File: src/rtl/ttps_pkg.sv
// shared types, constants and helpers for the transposition table probe/store unit
// no dependencies; used by ttps_eval and the top level
package ttps_pkg;

    localparam int INDEX_BITS    = 16;
    localparam int TABLE_ENTRIES = 1 << INDEX_BITS;

    localparam int KEY_W   = 64;
    localparam int DEPTH_W = 8;
    localparam int MOVE_W  = 16;
    localparam int SCORE_W = 21;
    localparam int PLY_W   = 8;
    localparam int MATE_W  = 19;
    localparam int THR_W   = 22;
    localparam int WIDE_W  = 23;

    localparam int MATE_WINDOW = 1000;
    localparam int MATE_RESET  = 100000;

    localparam logic signed [WIDE_W-1:0] SCORE_MAX = 23'sd1048575;
    localparam logic signed [WIDE_W-1:0] SCORE_MIN = -23'sd1048576;

    typedef enum logic [1:0] {
        OP_PROBE = 2'd0,
        OP_STORE = 2'd1,
        OP_CLEAR = 2'd2,
        OP_NONE  = 2'd3
    } op_t;

    typedef enum logic [1:0] {
        BOUND_EMPTY = 2'd0,
        BOUND_EXACT = 2'd1,
        BOUND_LOWER = 2'd2,
        BOUND_UPPER = 2'd3
    } bound_t;

    typedef struct packed {
        op_t                        op;
        logic [KEY_W-1:0]           hash_key;
        logic [DEPTH_W-1:0]         search_depth;
        logic signed [SCORE_W-1:0]  window_low;
        logic signed [SCORE_W-1:0]  window_high;
        logic [PLY_W-1:0]           ply_distance;
        logic [MOVE_W-1:0]          best_move;
        logic signed [SCORE_W-1:0]  score;
    } item_t;

    typedef struct packed {
        bound_t                     bound;
        logic signed [SCORE_W-1:0]  score;
        logic [MOVE_W-1:0]          move;
        logic [DEPTH_W-1:0]         depth;
        logic [KEY_W-1:0]           key;
    } entry_t;

    localparam int ENTRY_W = $bits(entry_t);

    typedef struct packed {
        logic                       move_found;
        logic [MOVE_W-1:0]          hash_move;
        logic                       score_valid;
        logic signed [SCORE_W-1:0]  table_score;
    } result_t;

    typedef struct packed {
        logic    wr_en;
        entry_t  wr_entry;
        result_t res;
    } eval_t;

    function automatic logic signed [SCORE_W-1:0] sat_score(
        input logic signed [WIDE_W-1:0] v
    );
        logic signed [WIDE_W-1:0] c;
        begin
            if (v > SCORE_MAX)
            begin
                c = SCORE_MAX;
            end
            else if (v < SCORE_MIN)
            begin
                c = SCORE_MIN;
            end
            else
            begin
                c = v;
            end
            sat_score = c[SCORE_W-1:0];
        end
    endfunction

endpackage

File: src/rtl/ttps_eval.sv
// probe/store decision for one item against the entry read from the table
// depends on ttps_pkg
module ttps_eval
    import ttps_pkg::*;
(
    input  item_t                   item,
    input  entry_t                  entry,
    input  logic signed [THR_W-1:0] hi_thr,
    output eval_t                   ev
);

    logic signed [WIDE_W-1:0]  hi_w;
    logic signed [WIDE_W-1:0]  lo_w;
    logic signed [WIDE_W-1:0]  ply_w;
    logic signed [WIDE_W-1:0]  stored_w;
    logic signed [WIDE_W-1:0]  val_w;
    logic signed [WIDE_W-1:0]  probe_adj;
    logic signed [WIDE_W-1:0]  store_adj;
    logic signed [SCORE_W-1:0] probe_s;
    logic                      key_eq;
    logic                      found;
    logic                      depth_ok;
    logic                      bound_ok;

    always_comb
    begin
        hi_w     = WIDE_W'(hi_thr);
        lo_w     = -hi_w;
        ply_w    = $signed({{(WIDE_W-PLY_W){1'b0}}, item.ply_distance});
        stored_w = WIDE_W'(entry.score);
        val_w    = WIDE_W'(item.score);
        key_eq   = (entry.key == item.hash_key);

        // probe: stored mate scores back to root-relative
        if (stored_w > hi_w)
        begin
            probe_adj = stored_w - ply_w;
        end
        else if (stored_w < lo_w)
        begin
            probe_adj = stored_w + ply_w;
        end
        else
        begin
            probe_adj = stored_w;
        end
        probe_s = sat_score(probe_adj);

        found    = (entry.bound != BOUND_EMPTY) && key_eq;
        depth_ok = (entry.depth >= item.search_depth);
        bound_ok = (entry.bound == BOUND_EXACT)
                || (entry.bound == BOUND_LOWER && probe_s >= item.window_high)
                || (entry.bound == BOUND_UPPER && probe_s <= item.window_low);

        // store: mate scores made ply-relative
        if (val_w > hi_w)
        begin
            store_adj = val_w + ply_w;
        end
        else if (val_w < lo_w)
        begin
            store_adj = val_w - ply_w;
        end
        else
        begin
            store_adj = val_w;
        end

        ev.wr_entry.key   = item.hash_key;
        ev.wr_entry.depth = item.search_depth;
        ev.wr_entry.move  = item.best_move;
        ev.wr_entry.score = sat_score(store_adj);
        if (item.score <= item.window_low)
        begin
            ev.wr_entry.bound = BOUND_UPPER;
        end
        else if (item.score >= item.window_high)
        begin
            ev.wr_entry.bound = BOUND_LOWER;
        end
        else
        begin
            ev.wr_entry.bound = BOUND_EXACT;
        end

        ev.wr_en = (item.op == OP_STORE) && (key_eq || entry.depth <= item.search_depth);

        ev.res = '0;
        if (item.op == OP_PROBE && found)
        begin
            ev.res.move_found = 1'b1;
            ev.res.hash_move  = entry.move;
            if (depth_ok && bound_ok)
            begin
                ev.res.score_valid = 1'b1;
                ev.res.table_score = probe_s;
            end
        end
    end

endmodule

File: config.mk
export PLATFORM = sky130hd
export DESIGN_NAME = ttps_eval
export DESIGN_NICKNAME = d
export VERILOG_FILES = /design/src/rtl/ttps_pkg.sv /design/src/rtl/ttps_eval.sv
export SDC_FILE = /design/constraint.sdc
export NUM_CORES = 1
export LEC_CHECK = 0
export CORE_AREA = 2 2 174 176
export DETAILED_ROUTE_END_ITERATION = 8
export DIE_AREA = 0 0 176 178
export DONT_BUFFER_PORTS = 1
export SYNTH_ARGS = -nofsm -noshare
export SYNTH_HDL_FRONTEND = slang
export SYNTH_SLANG_ARGS = --single-unit
File: constraint.sdc
create_clock -name vclk -period 7.4
set_input_delay 0 -clock vclk [all_inputs]
set_output_delay 0 -clock vclk [all_outputs]
set_load 0.02 [all_outputs]
==> impl_metrics.toml <==
[outcome]
status = "finished clean"

[sta]
tightest_slew_ns = 0.995
hold_ws_ns = 0.00000561
fin_tns_setup_ns = 0
slew_viol_final = 0
rsz0062_at_grt = "no"
relSlewSlack = 0.332
post-route-min-period_ns = 7.07
period_share = 0.955
fmax_mhz = 141
setup_viol = 0
hold_viol = 0

[route]
avgViaCountPerCell = 6.06
ant_nets = 0
drc_errors = 0
post_drt_wl_per_cell_um = 26.9
firstDrtPassIters = 5
drt_iter0_drc = 869
drt_wl_total_mm = 43.8
vias = 9873

[cells_and_area]
final_cell_area_um2 = 9520
synthToLayoutAreaGrowth_pct = -1.05
stdcell_count = 1629
layout-drive-gt1-share = 0.0614
nNetsFinal = 1726
clkbuf_count = 0
fillers = 3170
seqCellArea_um2 = 0
design.seq.count = 0

[synth]
ys_seq_area_frac = 0
synthTopCellsByArea = "ha_1 25%, xnor2_1 9.3%, buf_4 7.0%"
synth_top_cell_by_area = "ha_1"
syn-instance-count = 1334
synth_top_area_frac = 0.246
ys_warn_count = 0
synthTopCellsByCount = "189 x ha_1, 120 x inv_1, 102 x xnor2_1, 97 x a21oi_1, 90 x buf_4"
synth_most_common_cell = "ha_1"
syn_nets = 1821
synth_cell_types = 92
syn-mean-instance-area_um2 = 7.21
synth_area_um2 = 9620

[worst_setup_path]
critPathBufInv = 5
cpMaxStageDelayCell = "or4b_1"
critPathKind = "in -> out"
crit_path_end_kind = "output port"
crit_path_start_kind = "input pin"
crit_family = "compound AO/OA/AOI/OAI gates"
slowest_delay_ns = 0.65
cp_max_fo = 21
critPathArrivalTime_ns = 7.07
required_ns = 7.40

[die]
start_util = 0.327
fp-row-count = 63
core-area_um2 = 29400
io_pins = 445
die_w_um = 176
die-area_um2 = 31300
die_y_um = 178

[global_route]
first_global_vias = 9228
grt_pass1_wl_mm = 61.1
overflow = 0
antenna_found_initial = 10
grt.total_usage = 0.264
grt_start_max_net_pins = 27

[cts]
ctsHoldBuffers = 0
post_cts_buffers = 0
cts_resized = 0

[pwr]
p_leak_nw = 4.21
peakVddDrop_uv = 32.6
powerDensity_nw_per_um2 = 67.9

[placement]
gp_congestion = 0.975
post-dp-hpwl_mm = 37.9
port_buffers = 0
dpl.cell_count = 1627
dpl_cell_area_um2 = 9510

[job]
maxCapViolCount = 0

[min_path]
hold_class = "in -> out"
where the power goes:
group / internal [mW] / switching [mW] / leakage [nW] / total, mW
clock network: 0.0000000372 / 0 / 0.0000127 / 0.0000000372
logic: 0.267 / 0.379 / 4.21 / 0.646
registers: 0 / 0 / 0 / 0
cell type report:
type | count | area [um^2] | share of cell area
diodes | 2 | 5.00 | 0.000526
inverters | 121 | 454 | 0.0477
multi-input cells | 1082 | 8310 | 0.874
well taps | 390 | 488 | 0.0513
repair buffers | 34 | 255 | 0.0268
worst paths after layout:
check | from | end | slack (ns) | depth (start not counted)
setup / recovery | hi_thr[1] | ev[8] | 0.33 | 28
hold / removal | item[26] | ev[116] | 0.000006 | 0
per-layer routing:
layer / routed length (um) / global-route usage / part of all wire
met3: 5060 / 0.0912 / 0.12
met1: 19100 / 0.359 / 0.44
met2: 18400 / 0.400 / 0.42
met5: 104 / 0 / 0.0024
met4: 1080 / 0.0565 / 0.025
per-stage QoR:
stage / worst slack, ns / total power, mW / utilization
5_1_grt: 0.0214 / 0.718 / 0.324
6_report: 0.330 / 0.646 / 0.324
2_1_floorplan: 1.40 / 0.566 / -
4_1_cts: 0.379 / 0.636 / 0.323
3_3_place_gp: 0.482 / 0.626 / 0.323
3_5_place_dp: 0.398 / 0.631 / 0.323
cell usage in the layout (no fill, tap or decap), types with 27 or more instances in the layout:
cell     instances
nor2b_1         27
nand4_1         56
inv_1          120
nand2_1         62
nor3_1          35
nor2_1          70
a21o_1          41
ha_1           189
buf_4           34
o21ai_0         47
a21oi_1         97
xnor2_1        102
cell families (layout without fill, tap and decap cells):
| logic type | after synthesis | in the layout | synth area share |
|---|---|---|---|
| muxes | 8 | 8 | 0.00872 |
| adders and majority gates | 206 | 206 | 0.268 |
| AOI/OAI and AO/OA | 342 | 342 | 0.242 |
| other | 0 | 2 | 0 |
| xor gates and xnor gates | 125 | 125 | 0.114 |
| and+or+nand+nor | 401 | 401 | 0.231 |
| buffers and inverters | 252 | 155 | 0.136 |
No activity file was read; power rests on OpenSTA's default activity.
